[src/hw/rtl/ircbm_pkg.sv]
// shared types and constants of the ir carrier burst modulator
package ircbm_pkg;

  localparam int WIDTH_W    = 8;
  localparam int HALF_W     = 6;
  localparam int DUR_W      = 16;
  localparam int CFG_IDX_W  = 3;
  localparam int CFG_DATA_W = 8;

  localparam logic [CFG_IDX_W-1:0] REG_WIDTH_FIRST  = 3'd0;
  localparam logic [CFG_IDX_W-1:0] REG_WIDTH_SECOND = 3'd1;
  localparam logic [CFG_IDX_W-1:0] REG_WIDTH_THIRD  = 3'd2;
  localparam logic [CFG_IDX_W-1:0] REG_CARRIER_HALF = 3'd3;
  localparam logic [CFG_IDX_W-1:0] REG_TAIL_OFF     = 3'd4;

  localparam logic [WIDTH_W-1:0] WIDTH_FIRST_RST  = 8'd100;
  localparam logic [WIDTH_W-1:0] WIDTH_SECOND_RST = 8'd125;
  localparam logic [WIDTH_W-1:0] WIDTH_THIRD_RST  = 8'd175;
  localparam logic [HALF_W-1:0]  CARRIER_HALF_RST = 6'd13;
  localparam logic [WIDTH_W-1:0] TAIL_OFF_RST     = 8'd10;
  localparam logic [HALF_W-1:0]  HALF_MIN         = 6'd8;

  localparam logic [1:0] SLOT_FIRST  = 2'd0;
  localparam logic [1:0] SLOT_SECOND = 2'd1;
  localparam logic [1:0] SLOT_THIRD  = 2'd2;

  localparam int QUEUE_DEPTH = 2;

  typedef struct packed {
    logic               bit_value;
    logic               last_bit;
    logic [WIDTH_W-1:0] bit_width;
    logic [HALF_W-1:0]  half;
    logic [WIDTH_W-1:0] tail;
  } item_t;

  typedef struct packed {
    logic full;
    logic empty;
  } queue_stat_t;

endpackage

[src/hw/rtl/ir_carrier_burst_modulator_top.sv]
// ir carrier burst modulator: frame bits in, carrier on/off segments out
//
// input channel: one frame bit per transaction (in_bit_value, in_last_bit),
// taken when in_valid is high and in_stall is low. output channel: one
// segment per transaction (out_pin_level, out_delay_us, out_frame_end),
// taken when out_valid is high and out_stall is low.
// configuration: cfg_wr_en writes cfg_data into register cfg_index
// (0 width_first, 1 width_second, 2 width_third, 3 carrier_half_us,
// 4 tail_off_us); write only while the block is idle.
// the front end captures a bit with its width and settings into a short
// queue; the segment generator works one bit at a time and emits at most
// one segment per cycle into an output register.
// each bit passes the generator states idle, close, acc and last; a high bit
// also passes chop, with one segment per carrier half. a frame that ends on a
// high run adds a tail segment. a bit may emit no segment at all.
// reset restores the register defaults and starts a new frame.
// a stalled receiver holds the output register, which stops the generator
// and, once the queue fills, raises in_stall.
module ir_carrier_burst_modulator_top
  import ircbm_pkg::*;
#(
  parameter int QueueDepth = QUEUE_DEPTH
) (
  input  logic                  clk,
  input  logic                  rst_n,
  input  logic                  cfg_wr_en,
  input  logic [CFG_IDX_W-1:0]  cfg_index,
  input  logic [CFG_DATA_W-1:0] cfg_data,
  input  logic                  in_valid,
  output logic                  in_stall,
  input  logic                  in_bit_value,
  input  logic                  in_last_bit,
  output logic                  out_valid,
  input  logic                  out_stall,
  output logic                  out_pin_level,
  output logic [DUR_W-1:0]      out_delay_us,
  output logic                  out_frame_end
);

  queue_stat_t q_stat;
  logic        push;
  logic        pop;
  item_t       push_item;
  item_t       pop_item;

  ircbm_front u_front (
    .clk          (clk),
    .rst_n        (rst_n),
    .cfg_wr_en    (cfg_wr_en),
    .cfg_index    (cfg_index),
    .cfg_data     (cfg_data),
    .in_valid     (in_valid),
    .in_stall     (in_stall),
    .in_bit_value (in_bit_value),
    .in_last_bit  (in_last_bit),
    .q_stat       (q_stat),
    .push         (push),
    .push_item    (push_item)
  );

  ircbm_queue #(
    .Depth (QueueDepth)
  ) u_queue (
    .clk       (clk),
    .rst_n     (rst_n),
    .push      (push),
    .push_item (push_item),
    .pop       (pop),
    .pop_item  (pop_item),
    .q_stat    (q_stat)
  );

  ircbm_back u_back (
    .clk           (clk),
    .rst_n         (rst_n),
    .q_stat        (q_stat),
    .pop_item      (pop_item),
    .pop           (pop),
    .out_valid     (out_valid),
    .out_stall     (out_stall),
    .out_pin_level (out_pin_level),
    .out_delay_us  (out_delay_us),
    .out_frame_end (out_frame_end)
  );

endmodule

[src/hw/rtl/ircbm_front.sv]
// front end: configuration registers, bit width pattern and item capture
module ircbm_front
  import ircbm_pkg::*;
(
  input  logic                  clk,
  input  logic                  rst_n,
  input  logic                  cfg_wr_en,
  input  logic [CFG_IDX_W-1:0]  cfg_index,
  input  logic [CFG_DATA_W-1:0] cfg_data,
  input  logic                  in_valid,
  output logic                  in_stall,
  input  logic                  in_bit_value,
  input  logic                  in_last_bit,
  input  queue_stat_t           q_stat,
  output logic                  push,
  output item_t                 push_item
);

  logic [WIDTH_W-1:0] width_first_r;
  logic [WIDTH_W-1:0] width_second_r;
  logic [WIDTH_W-1:0] width_third_r;
  logic [HALF_W-1:0]  carrier_half_r;
  logic [WIDTH_W-1:0] tail_off_r;
  logic [1:0]         slot_r;
  logic [1:0]         slot_nxt;
  logic [WIDTH_W-1:0] cur_width;

  always_ff @(posedge clk) begin
    if (!rst_n) begin
      width_first_r  <= WIDTH_FIRST_RST;
      width_second_r <= WIDTH_SECOND_RST;
      width_third_r  <= WIDTH_THIRD_RST;
      carrier_half_r <= CARRIER_HALF_RST;
      tail_off_r     <= TAIL_OFF_RST;
    end else if (cfg_wr_en) begin
      unique case (cfg_index)
        REG_WIDTH_FIRST:  width_first_r  <= cfg_data;
        REG_WIDTH_SECOND: width_second_r <= cfg_data;
        REG_WIDTH_THIRD:  width_third_r  <= cfg_data;
        REG_CARRIER_HALF: carrier_half_r <= cfg_data[HALF_W-1:0];
        REG_TAIL_OFF:     tail_off_r     <= cfg_data;
        default: ;
      endcase
    end
  end

  always_comb begin
    unique case (slot_r)
      SLOT_FIRST:  cur_width = width_first_r;
      SLOT_SECOND: cur_width = width_second_r;
      default:     cur_width = width_third_r;
    endcase
  end

  assign in_stall = q_stat.full;
  assign push     = in_valid && !q_stat.full;

  always_comb begin
    if (in_last_bit || slot_r >= SLOT_THIRD) begin
      slot_nxt = SLOT_FIRST;
    end else begin
      slot_nxt = slot_r + 2'd1;
    end
  end

  always_ff @(posedge clk) begin
    if (!rst_n) begin
      slot_r <= SLOT_FIRST;
    end else if (push) begin
      slot_r <= slot_nxt;
    end
  end

  always_comb begin
    push_item.bit_value = in_bit_value;
    push_item.last_bit  = in_last_bit;
    push_item.bit_width = cur_width;
    push_item.half      = (carrier_half_r < HALF_MIN) ? HALF_MIN : carrier_half_r;
    push_item.tail      = tail_off_r;
  end

endmodule

[src/hw/rtl/ircbm_queue.sv]
// short item queue between front end and segment generator
module ircbm_queue
  import ircbm_pkg::*;
#(
  parameter int Depth = QUEUE_DEPTH
) (
  input  logic        clk,
  input  logic        rst_n,
  input  logic        push,
  input  item_t       push_item,
  input  logic        pop,
  output item_t       pop_item,
  output queue_stat_t q_stat
);

  localparam int PtrW = (Depth > 1) ? $clog2(Depth) : 1;
  localparam int CntW = $clog2(Depth + 1);

  item_t             slots_r [Depth];
  logic [PtrW-1:0]   wr_ptr_r;
  logic [PtrW-1:0]   rd_ptr_r;
  logic [CntW-1:0]   count_r;
  logic              do_push;
  logic              do_pop;

  assign q_stat.full  = (count_r == CntW'(Depth));
  assign q_stat.empty = (count_r == '0);
  assign do_push      = push && !q_stat.full;
  assign do_pop       = pop && !q_stat.empty;
  assign pop_item     = slots_r[rd_ptr_r];

  always_ff @(posedge clk) begin
    if (do_push) begin
      slots_r[wr_ptr_r] <= push_item;
    end
  end

  always_ff @(posedge clk) begin
    if (!rst_n) begin
      wr_ptr_r <= '0;
      rd_ptr_r <= '0;
      count_r  <= '0;
    end else begin
      if (do_push) begin
        wr_ptr_r <= (wr_ptr_r == PtrW'(Depth - 1)) ? '0 : wr_ptr_r + PtrW'(1);
      end
      if (do_pop) begin
        rd_ptr_r <= (rd_ptr_r == PtrW'(Depth - 1)) ? '0 : rd_ptr_r + PtrW'(1);
      end
      if (do_push && !do_pop) begin
        count_r <= count_r + CntW'(1);
      end else if (do_pop && !do_push) begin
        count_r <= count_r - CntW'(1);
      end
    end
  end

endmodule

[src/hw/rtl/ircbm_back.sv]
// segment generator: run merging, carrier chopping and output register
module ircbm_back
  import ircbm_pkg::*;
(
  input  logic             clk,
  input  logic             rst_n,
  input  queue_stat_t      q_stat,
  input  item_t            pop_item,
  output logic             pop,
  output logic             out_valid,
  input  logic             out_stall,
  output logic             out_pin_level,
  output logic [DUR_W-1:0] out_delay_us,
  output logic             out_frame_end
);

  localparam logic [2:0] S_IDLE  = 3'd0;
  localparam logic [2:0] S_CLOSE = 3'd1;
  localparam logic [2:0] S_ACC   = 3'd2;
  localparam logic [2:0] S_CHOP  = 3'd3;
  localparam logic [2:0] S_LAST  = 3'd4;
  localparam logic [2:0] S_TAIL  = 3'd5;

  logic [2:0]       state_r, state_nxt;
  item_t            cur_r;
  logic             run_level_r, run_level_nxt;
  logic [DUR_W-1:0] run_time_r, run_time_nxt;
  logic             phase_r, phase_nxt;
  logic [HALF_W-1:0] carry_r, carry_nxt;

  logic             out_valid_r;
  logic             out_pin_level_r;
  logic [DUR_W-1:0] out_delay_r;
  logic             out_frame_end_r;

  logic             out_free;
  logic             emit;
  logic             emit_level;
  logic [DUR_W-1:0] emit_delay;
  logic             emit_end;
  logic [DUR_W:0]   low_close_sum;
  logic [DUR_W-1:0] low_close_dur;
  logic [DUR_W:0]   low_acc_sum;
  logic [DUR_W-1:0] half_ext;

  assign out_free      = !out_valid_r || !out_stall;
  assign half_ext      = DUR_W'(cur_r.half);
  assign low_close_sum = {1'b0, run_time_r} + (DUR_W + 1)'(carry_r);
  assign low_close_dur = low_close_sum[DUR_W] ? '1 : low_close_sum[DUR_W-1:0];
  assign low_acc_sum   = {1'b0, run_time_r} + (DUR_W + 1)'(cur_r.bit_width);
  assign pop           = (state_r == S_IDLE) && !q_stat.empty;

  always_comb begin
    state_nxt     = state_r;
    run_level_nxt = run_level_r;
    run_time_nxt  = run_time_r;
    phase_nxt     = phase_r;
    carry_nxt     = carry_r;
    emit          = 1'b0;
    emit_level    = 1'b0;
    emit_delay    = '0;
    emit_end      = 1'b0;
    unique case (state_r)
      S_IDLE: begin
        if (!q_stat.empty) begin
          state_nxt = S_CLOSE;
        end
      end
      S_CLOSE: begin
        if (cur_r.bit_value == run_level_r) begin
          state_nxt = S_ACC;
        end else if (run_level_r && !phase_r) begin
          carry_nxt     = run_time_r[HALF_W-1:0];
          run_level_nxt = cur_r.bit_value;
          run_time_nxt  = '0;
          phase_nxt     = 1'b1;
          state_nxt     = S_ACC;
        end else if (out_free) begin
          emit          = 1'b1;
          emit_level    = run_level_r;
          emit_delay    = run_level_r ? run_time_r : low_close_dur;
          carry_nxt     = '0;
          run_level_nxt = cur_r.bit_value;
          run_time_nxt  = '0;
          phase_nxt     = 1'b1;
          state_nxt     = S_ACC;
        end
      end
      S_ACC: begin
        if (run_level_r) begin
          run_time_nxt = low_acc_sum[DUR_W-1:0];
          state_nxt    = S_CHOP;
        end else begin
          run_time_nxt = low_acc_sum[DUR_W] ? '1 : low_acc_sum[DUR_W-1:0];
          state_nxt    = S_LAST;
        end
      end
      S_CHOP: begin
        if (run_time_r < half_ext) begin
          state_nxt = S_LAST;
        end else if (out_free) begin
          emit         = 1'b1;
          emit_level   = phase_r;
          emit_delay   = half_ext;
          phase_nxt    = !phase_r;
          run_time_nxt = run_time_r - half_ext;
        end
      end
      S_LAST: begin
        if (!cur_r.last_bit) begin
          state_nxt = S_IDLE;
        end else if (run_level_r && !phase_r) begin
          state_nxt = S_TAIL;
        end else if (out_free) begin
          emit       = 1'b1;
          emit_level = run_level_r;
          emit_delay = run_level_r ? run_time_r : low_close_dur;
          emit_end   = !run_level_r;
          if (run_level_r) begin
            state_nxt = S_TAIL;
          end else begin
            run_level_nxt = 1'b1;
            run_time_nxt  = '0;
            phase_nxt     = 1'b1;
            carry_nxt     = '0;
            state_nxt     = S_IDLE;
          end
        end
      end
      S_TAIL: begin
        if (out_free) begin
          emit          = 1'b1;
          emit_level    = 1'b0;
          emit_delay    = DUR_W'(cur_r.tail);
          emit_end      = 1'b1;
          run_level_nxt = 1'b1;
          run_time_nxt  = '0;
          phase_nxt     = 1'b1;
          carry_nxt     = '0;
          state_nxt     = S_IDLE;
        end
      end
      default: begin
        state_nxt = S_IDLE;
      end
    endcase
  end

  always_ff @(posedge clk) begin
    if (!rst_n) begin
      state_r     <= S_IDLE;
      run_level_r <= 1'b1;
      run_time_r  <= '0;
      phase_r     <= 1'b1;
      carry_r     <= '0;
      out_valid_r <= 1'b0;
    end else begin
      state_r     <= state_nxt;
      run_level_r <= run_level_nxt;
      run_time_r  <= run_time_nxt;
      phase_r     <= phase_nxt;
      carry_r     <= carry_nxt;
      if (emit) begin
        out_valid_r <= 1'b1;
      end else if (!out_stall) begin
        out_valid_r <= 1'b0;
      end
    end
  end

  always_ff @(posedge clk) begin
    if (pop) begin
      cur_r <= pop_item;
    end
    if (emit) begin
      out_pin_level_r <= emit_level;
      out_delay_r     <= emit_delay;
      out_frame_end_r <= emit_end;
    end
  end

  assign out_valid     = out_valid_r;
  assign out_pin_level = out_pin_level_r;
  assign out_delay_us  = out_delay_r;
  assign out_frame_end = out_frame_end_r;

  // frame end segment is always an off segment
  a_end_is_off: assert property (@(posedge clk) disable iff (!rst_n)
    out_valid_r && out_frame_end_r |-> !out_pin_level_r)
    else $error("frame end on an on segment");

  // chopped high run leaves less than one half-period
  a_high_remainder: assert property (@(posedge clk) disable iff (!rst_n)
    (state_r == S_LAST) && run_level_r |-> run_time_r < half_ext)
    else $error("high run remainder not below half-period");

  // carried off-half remainder only lives in a low run
  a_carry_low: assert property (@(posedge clk) disable iff (!rst_n)
    carry_r != '0 |-> !run_level_r)
    else $error("carry present during high run");

  // no new segment overwrites one that is stalled
  a_no_overwrite: assert property (@(posedge clk) disable iff (!rst_n)
    out_valid_r && out_stall |-> !emit)
    else $error("segment overwritten while stalled");

endmodule
[config.mk]
export PLATFORM = sky130hd
export DESIGN_NAME = ir_carrier_burst_modulator_top
export DESIGN_NICKNAME = d
export VERILOG_FILES = /design/src/hw/rtl/ircbm_pkg.sv /design/src/hw/rtl/ir_carrier_burst_modulator_top.sv /design/src/hw/rtl/ircbm_front.sv /design/src/hw/rtl/ircbm_queue.sv /design/src/hw/rtl/ircbm_back.sv
export SDC_FILE = /design/constraint.sdc
export NUM_CORES = 1
export LEC_CHECK = 0
export BUFFER_PORTS_ARGS = -buffer_cell sky130_fd_sc_hd__buf_2
export CORE_MARGIN = 2
export CORE_UTILIZATION = 50
export CTS_BUF_LIST = sky130_fd_sc_hd__clkbuf_4
export CTS_CLUSTER_DIAMETER = 200
export DETAILED_ROUTE_END_ITERATION = 10
export HOLD_SLACK_MARGIN = 0.1
export PLACE_DENSITY = 0.64
export SYNTH_ARGS = -nofsm -noshare
export SYNTH_HDL_FRONTEND = slang
export SYNTH_HIERARCHICAL = 1
export SYNTH_SLANG_ARGS = --single-unit
[constraint.sdc]
create_clock -name clk -period 13.65 [get_ports clk]
set_input_delay 1.365 -clock clk [delete_from_list [all_inputs] [get_ports clk]]
set_output_delay 1.365 -clock clk [all_outputs]
set_load 0.05 [all_outputs]
# Word-level counts from Yosys, hierarchy flattened
# Memory sizes are Yosys's and may differ from the RTL's. A register that Yosys moved wholly into a read port is not among the register bits.
# Index checks and enable logic that the tools add are counted.
# totals
word_cells	178
mem_bits_rw	48
regBits	90
mem_count	1
mem_bits_ro	0
latch_bits	0
# op_classes
muxes	87
n_shift	0
div	0
bitwise	0
n_lt_le_gt_ge	3
n_eq_ne	26
mul	0
addsub	8
n_reduce_logical	35
# mem_list
name	words	word_bits	read_ports	rd_ports_with_merged_regs	write_ports	line_no	text
u_queue.slots_r	2	24	1	1	1	ircbm_queue.sv:19	item_t slots_r [Depth];
# ops
cell	count
$mux 16	18
$pmux 16 s5	1
$pmux 16 s4	1
$mux 6	9
$mux 1	35
$mux 3	11
$pmux 3 s6	1
$pmux 6 s3	1
$add 16x6->17	1
$add 16x8->17	1
$lt 16x6->1	1
$pmux 8 s2	1
$reduce_and 8->1	2
$sub 16x6->16	1
$eq 3x2->1 const B	4
$ne 2x1->1 const B	6
$ne 2x2->1 const B	5
$reduce_and 2->1	5
$reduce_and 5->1	2
$eq 3x3->1 const B	3
$logic_not 1->1	8
$mux 8	1
$pmux 1 s4	2
$logic_and 1x1->1	7
other kinds (23)	32

# Longest topological paths before layout
# depth
depth_word	8
depth_mapped	12
depth_no_buf	10

# Cells and area by module
# Netlist, hierarchy kept.
# modules_own_cells
mod	instances	area_per_inst_um2	cells_per_inst
ircbm_back	1	4824.6	549
ircbm_queue	1	1960.6	100
ircbm_front	1	1908.1	196

# Worst setup path before layout
# Ideal clock, no wire load.
# synth_path
path_type	register -> register
start	register u_back.state_r[2]
end	register u_queue.count_r[1]
path_stages_with_launch	8
synth_period_minus_slack_ns	4.484
setup_ns	0.070
required_ns	13.580
path_slack_ns	9.166
path_buffers	2
arrival_time_ns	4.414
path_cell_list	dfxtp_1 > buf_2 > clkbuf_1 > nor4_1 > o21ai_1 > ha_1 > or3_1 > a21boi_1
# synth_via
elab_chain_len	6
word_cells_on_any_way	8
classes_between	mux: 1; reduce/logical: 7
# synth_rtl
element	line_no	text
start, declared	ircbm_back.sv:24	logic [2:0] state_r, state_nxt;
start signal, assigned	ircbm_back.sv:158	state_r <= state_nxt;
$logic_not 3->1 (*)	ircbm_back.sv:51	assign pop = (state_r == S_IDLE) && !q_stat.empty;
$logic_and 1x1->1 (*)	ircbm_back.sv:51	
named net pop	ir_carrier_burst_modulator_top.sv:42	logic pop;
$logic_and 1x1->1 (*)	ircbm_queue.sv:29	assign do_pop = pop && !q_stat.empty;
$logic_not 1->1	ircbm_queue.sv:50	if (do_push && !do_pop) begin
$logic_and 1x1->1	ircbm_queue.sv:50	
$mux 2 / $reduce_bool 2->1 (equally long branches)	--	
end signal, assigned	ircbm_queue.sv:51	count_r <= count_r + CntW'(1);
end signal, assigned	ircbm_queue.sv:53	count_r <= count_r - CntW'(1);
end, declared	ircbm_queue.sv:22	logic [CntW-1:0] count_r;
# Mark *: on every way through the listed nets, which the timed path passes. The rest lies on a longest branch.
# A chain may end at the register's enable or synchronous reset.

# Worst setup path after layout
# layout_path
start	register u_back.run_time_r[0]
end	register u_back.out_delay_r[14] (netlist: u_back/out_delay_us[14]), enable pin
# layout_via
elab_chain_len	3
# layout_rtl
element	line_no	text
start, declared	ircbm_back.sv:27	logic [DUR_W-1:0] run_time_r, run_time_nxt;
start signal, assigned	ircbm_back.sv:160	run_time_r <= run_time_nxt;
$lt 16x6->1	ircbm_back.sv:99	if (run_time_r < half_ext) begin
$mux 1	ircbm_back.sv:99	
$pmux 1 s4	ircbm_back.sv:63	unique case (state_r)
named net u_back.emit	ircbm_back.sv:37	logic emit;
end signal, assigned	ircbm_back.sv:177	out_delay_r <= emit_delay;
end, declared	ircbm_back.sv:33	logic [DUR_W-1:0] out_delay_r;
# The timed path passes the listed nets, and every way through them passes these cells.

==> impl_metrics.json <==
{
  "status": "finished, final reports clean",
  "antenna_found_initial": 1,
  "yosysWarnings": 6,
  "final_area_um2": 9291,
  "portBuffers": 37,
  "place_ws_ns": 9.929,
  "r2r-start": "u_back/run_time_r[0]$_SDFFE_PN0P_",
  "p_total_mw": 1.382,
  "ys_types": 86,
  "synth_nets": 891,
  "min_path_type": "reg -> reg",
  "start_util_pct": 50.61,
  "firstDrtPassIters": 6,
  "cp_cell_sequence": "inv_1 -> ha_1 -> inv_1 -> fa_1 -> a21o_1 -> a221oi_4 -> a21oi_2 -> and2_2 -> or3_1",
  "fillCellCount": 1542,
  "cts_buffer_depth": 2,
  "hold_start": "u_front/width_third_r[4]$_SDFFE_PN0P_",
  "synth_area_um2": 8693,
  "gp_congestion": 0.9559,
  "fin_skew_ns": 0.02904,
  "drt-initial-drc-count": 701,
  "avgRoutedWirePerCell_um": 19.43,
  "num_vias": 6682,
  "rr_worst_depth": 9,
  "hold_viol_final": 0,
  "antenna_left": 0,
  "hold_end": "u_front/width_third_r[4]$_SDFFE_PN0P_",
  "cts_root_buffer": "clkbuf_4",
  "synthSimpleGateAreaFrac_pct": 17.49,
  "ctsHoldBuffers": 0,
  "rows": 48,
  "cts_buffers": 17,
  "drv_slew": 0,
  "synth_compound_area_share_pct": 16.98,
  "crit_required_ns": 13.87,
  "clk_pin_slew_ns": 0.13,
  "regArea_um2": 4164,
  "start_kind": "flop",
  "grt_pass1_vias": 6440,
  "finalCritPeriodShare_pct": 24.96,
  "synth_top_family_by_area": "simple AND/OR/NAND/NOR gates",
  "critPathBufInv": 2,
  "pwr_density_cell_nw_per_um2": 148.7,
  "setup_violations": 0,
  "area.growth.synth_to_final_pct": 6.880,
  "placed_area_um2": 8974,
  "timing.final.ws_setup_ns": 10.24,
  "ctsResizeCount": 0,
  "yosysSeqAreaShare_pct": 47.90,
  "multi_input_area_um2": 4193,
  "synth-edff-count": 90,
  "critical_path_class": "reg -> reg",
  "min_path_cells": 2,
  "dp.final_hpwl_um": 15400,
  "maxCapViolCount": 0,
  "drc_errors": 0,
  "worstPathMaxFanout": 18,
  "cpPeakStageDelay_ns": 0.69,
  "rsz0062_at_grt": "no",
  "syn-mean-instance-area_um2": 10.29,
  "ys.flop_type": "edfxtp_1",
  "drive_gt1_share_pct": 13.87,
  "end_kind": "flop",
  "die_w_um": 135.9,
  "post_cts_buffers": 0,
  "track_usage_pct": 23.86,
  "fin_setup_tns_ns": 0,
  "cp.arrival_ns": 3.63,
  "irDropWorstVdd_uv": 81.80,
  "rrSetupSlack_ns": 10.24,
  "synth_xor_area_share_pct": 1.612,
  "die_h_um": 135.9,
  "slew_headroom_pct": 21.13,
  "clk_latency_ns": 0.58,
  "timing.final.crit_period_ns": 3.408,
  "synthAdderAreaFrac_pct": 4.289,
  "finalNetCount": 898,
  "cts_tree": "built",
  "grt_first_pass_wirelength_um": 33780,
  "clock-sinks": 163,
  "synthArstFlopShare_pct": 0,
  "grt-ovfl-total": 0,
  "io_pins": 38,
  "worst_path_most_repeated_cell": "inv_1",
  "timing.rr.end": "u_back/out_delay_us[14]$_DFFE_PP_",
  "cp_slowest_cell": "or3_1",
  "cp_top_family": "simple AND/OR/NAND/NOR gates",
  "syn-instance-count": 845,
  "viasPerCell": 6.119,
  "fmax_mhz": 293.5,
  "htree_levels": 4,
  "wirelength_um": 21220,
  "ys_seq_elements": 163,
  "core_area_um2": 17180,
  "worst_slew_pin_slew_ns": 1.165,
  "leakagePower_nw": 3.506,
  "dieArea_um2": 18460,
  "grt_max_degree": 72,
  "synth.mux.area_fraction_pct": 7.714
}
==> report_power, final <==
part	internal [mW]	switching (mW)	leakage, nW
sequential	0.622	0.0523	1.40
combinational	0.133	0.264	1.93
clock	0.133	0.178	0.170
==> cells in the final DEF, fill, tap and decap left out, drive strengths merged, types with 5 or more instances in the layout <==
cell type / Yosys / final
edfxtp: 90 / 90
nand2: 73 / 73
dfxtp: 73 / 73
nor2: 48 / 48
buf: 22 / 44
mux2i: 40 / 40
a21oi: 38 / 38
nor2b: 37 / 37
o21ai: 32 / 32
inv: 25 / 32
ha: 25 / 25
mux2: 24 / 24
nor3: 24 / 24
nand3: 19 / 19
clkbuf: 34 / 18
a21o: 18 / 18
a31oi: 15 / 15
a22oi: 14 / 14
xnor2: 12 / 12
a211oi: 11 / 11
a22o: 10 / 10
and3: 9 / 9
o22ai: 8 / 8
o31ai: 8 / 8
nor4: 8 / 8
or3: 7 / 7
and2: 7 / 7
nand2b: 6 / 6
nand4: 6 / 6
o21a: 6 / 6
o211ai: 5 / 5
a221oi: 5 / 5
==> through the flow <==
step | hold WS (ns) | utilization (%) | std cells
2_1_floorplan | 0.4254 | - | 845
3_3_place_gp | 0.4415 | 52.24 | 1058
3_5_place_dp | 0.4493 | 52.24 | 1058
4_1_cts | 0.4675 | 54.06 | 1090
5_1_grt | 0.4898 | 54.09 | 1092
6_report | 0.4690 | 54.09 | 1092
==> worst max path at each step <==
stage,cells past startpoint,from,to
final,9,u_back/run_time_r[0]$_SDFFE_PN0P_,u_back/out_delay_us[14]$_DFFE_PP_
after global routing,9,u_back/run_time_r[0]$_SDFFE_PN0P_,u_back/out_delay_us[10]$_DFFE_PP_
after CTS,9,u_back/run_time_r[0]$_SDFFE_PN0P_,u_back/out_delay_us[14]$_DFFE_PP_
after detailed placement,6,rst_n,u_back/run_time_r[15]$_SDFFE_PN0P_
after global placement,5,out_stall,u_back/out_delay_us[4]$_DFFE_PP_
after floorplan,7,u_back/state_r[2]$_SDFFE_PN0P_,u_queue/count_r[1]$_SDFFE_PN0P_
==> registers in the layout, indices dropped and copies added (netlist names), 2 cells and up, named ones only <==
name                    flops
u_queue/slots_r            48
u_back/state_r              3
u_queue/count_r             2
u_front/tail_off_r          8
u_back/out_delay_us        16
u_back/cur_r               24
u_front/carrier_half_r      6
u_front/width_third_r       8
u_front/width_first_r       8
u_front/width_second_r      8
u_front/slot_r              2
u_back/run_time_r          16
u_back/carry_r              6
==> layout make-up <==
cell class	count	share of cell area, %
multi-input combinational	600	45.13
sequential	163	44.82
tap	225	3.030
timing repair buffer	44	2.559
clock inverter	14	1.912
clock buffer	18	1.454
inverter	26	1.050
antenna	2	0.05386
==> worst register-to-register path, cell delays in order, from the launching register on <==
cell and delay, ns:
dfxtp_1 0.39, inv_1 0.10, ha_1 0.16, inv_1 0.05, fa_1 0.40, a21o_1 0.22, a221oi_4 0.52, a21oi_2 0.21
and2_2 0.32, or3_1 0.69
==> metal layers <==
metal,global-route usage [%],up-vias,part of all wire (%)
li1,-,3188,-
met1,29.79,3170,42
met4,10.59,0,3.5
met2,40.38,275,48
met5,0,-,0
met3,4.437,49,6.6
==> cell usage after synthesis, drive strengths merged, types with 5 or more instances <==
cell	count	area share, %
nor4	8	0.75
mux2	24	3.1
o21ai	32	1.8
a22oi	14	1.2
a221oi	5	0.71
o21a	6	0.52
inv	25	1.1
a21o	18	1.6
dfxtp	73	17
nand3	19	1.1
nor2b	37	2.7
nand4	6	0.43
xnor2	12	1.2
or3	7	0.50
nand2	73	3.2
buf	22	1.4
nor2	48	2.1
clkbuf	34	1.5
nor3	24	1.5
nand2b	6	0.43
a31oi	15	1.1
o22ai	8	0.58
a21oi	38	2.2
and2	7	0.52
and3	9	0.66
o211ai	5	0.43
mux2i	40	4.6
a22o	10	1.0
ha	25	3.6
a211oi	11	0.95
edfxtp	90	31
o31ai	8	0.69
==> logic make-up after synthesis <==
logic type / Yosys count
adders and majority gates: 28
muxes: 64
xor gates and xnor gates: 16
AOI/OAI and AO/OA: 211
and+or+nand+nor: 281
buffers and inverters: 82
DFF: 163
No activity file was read; power rests on OpenSTA's default activity.
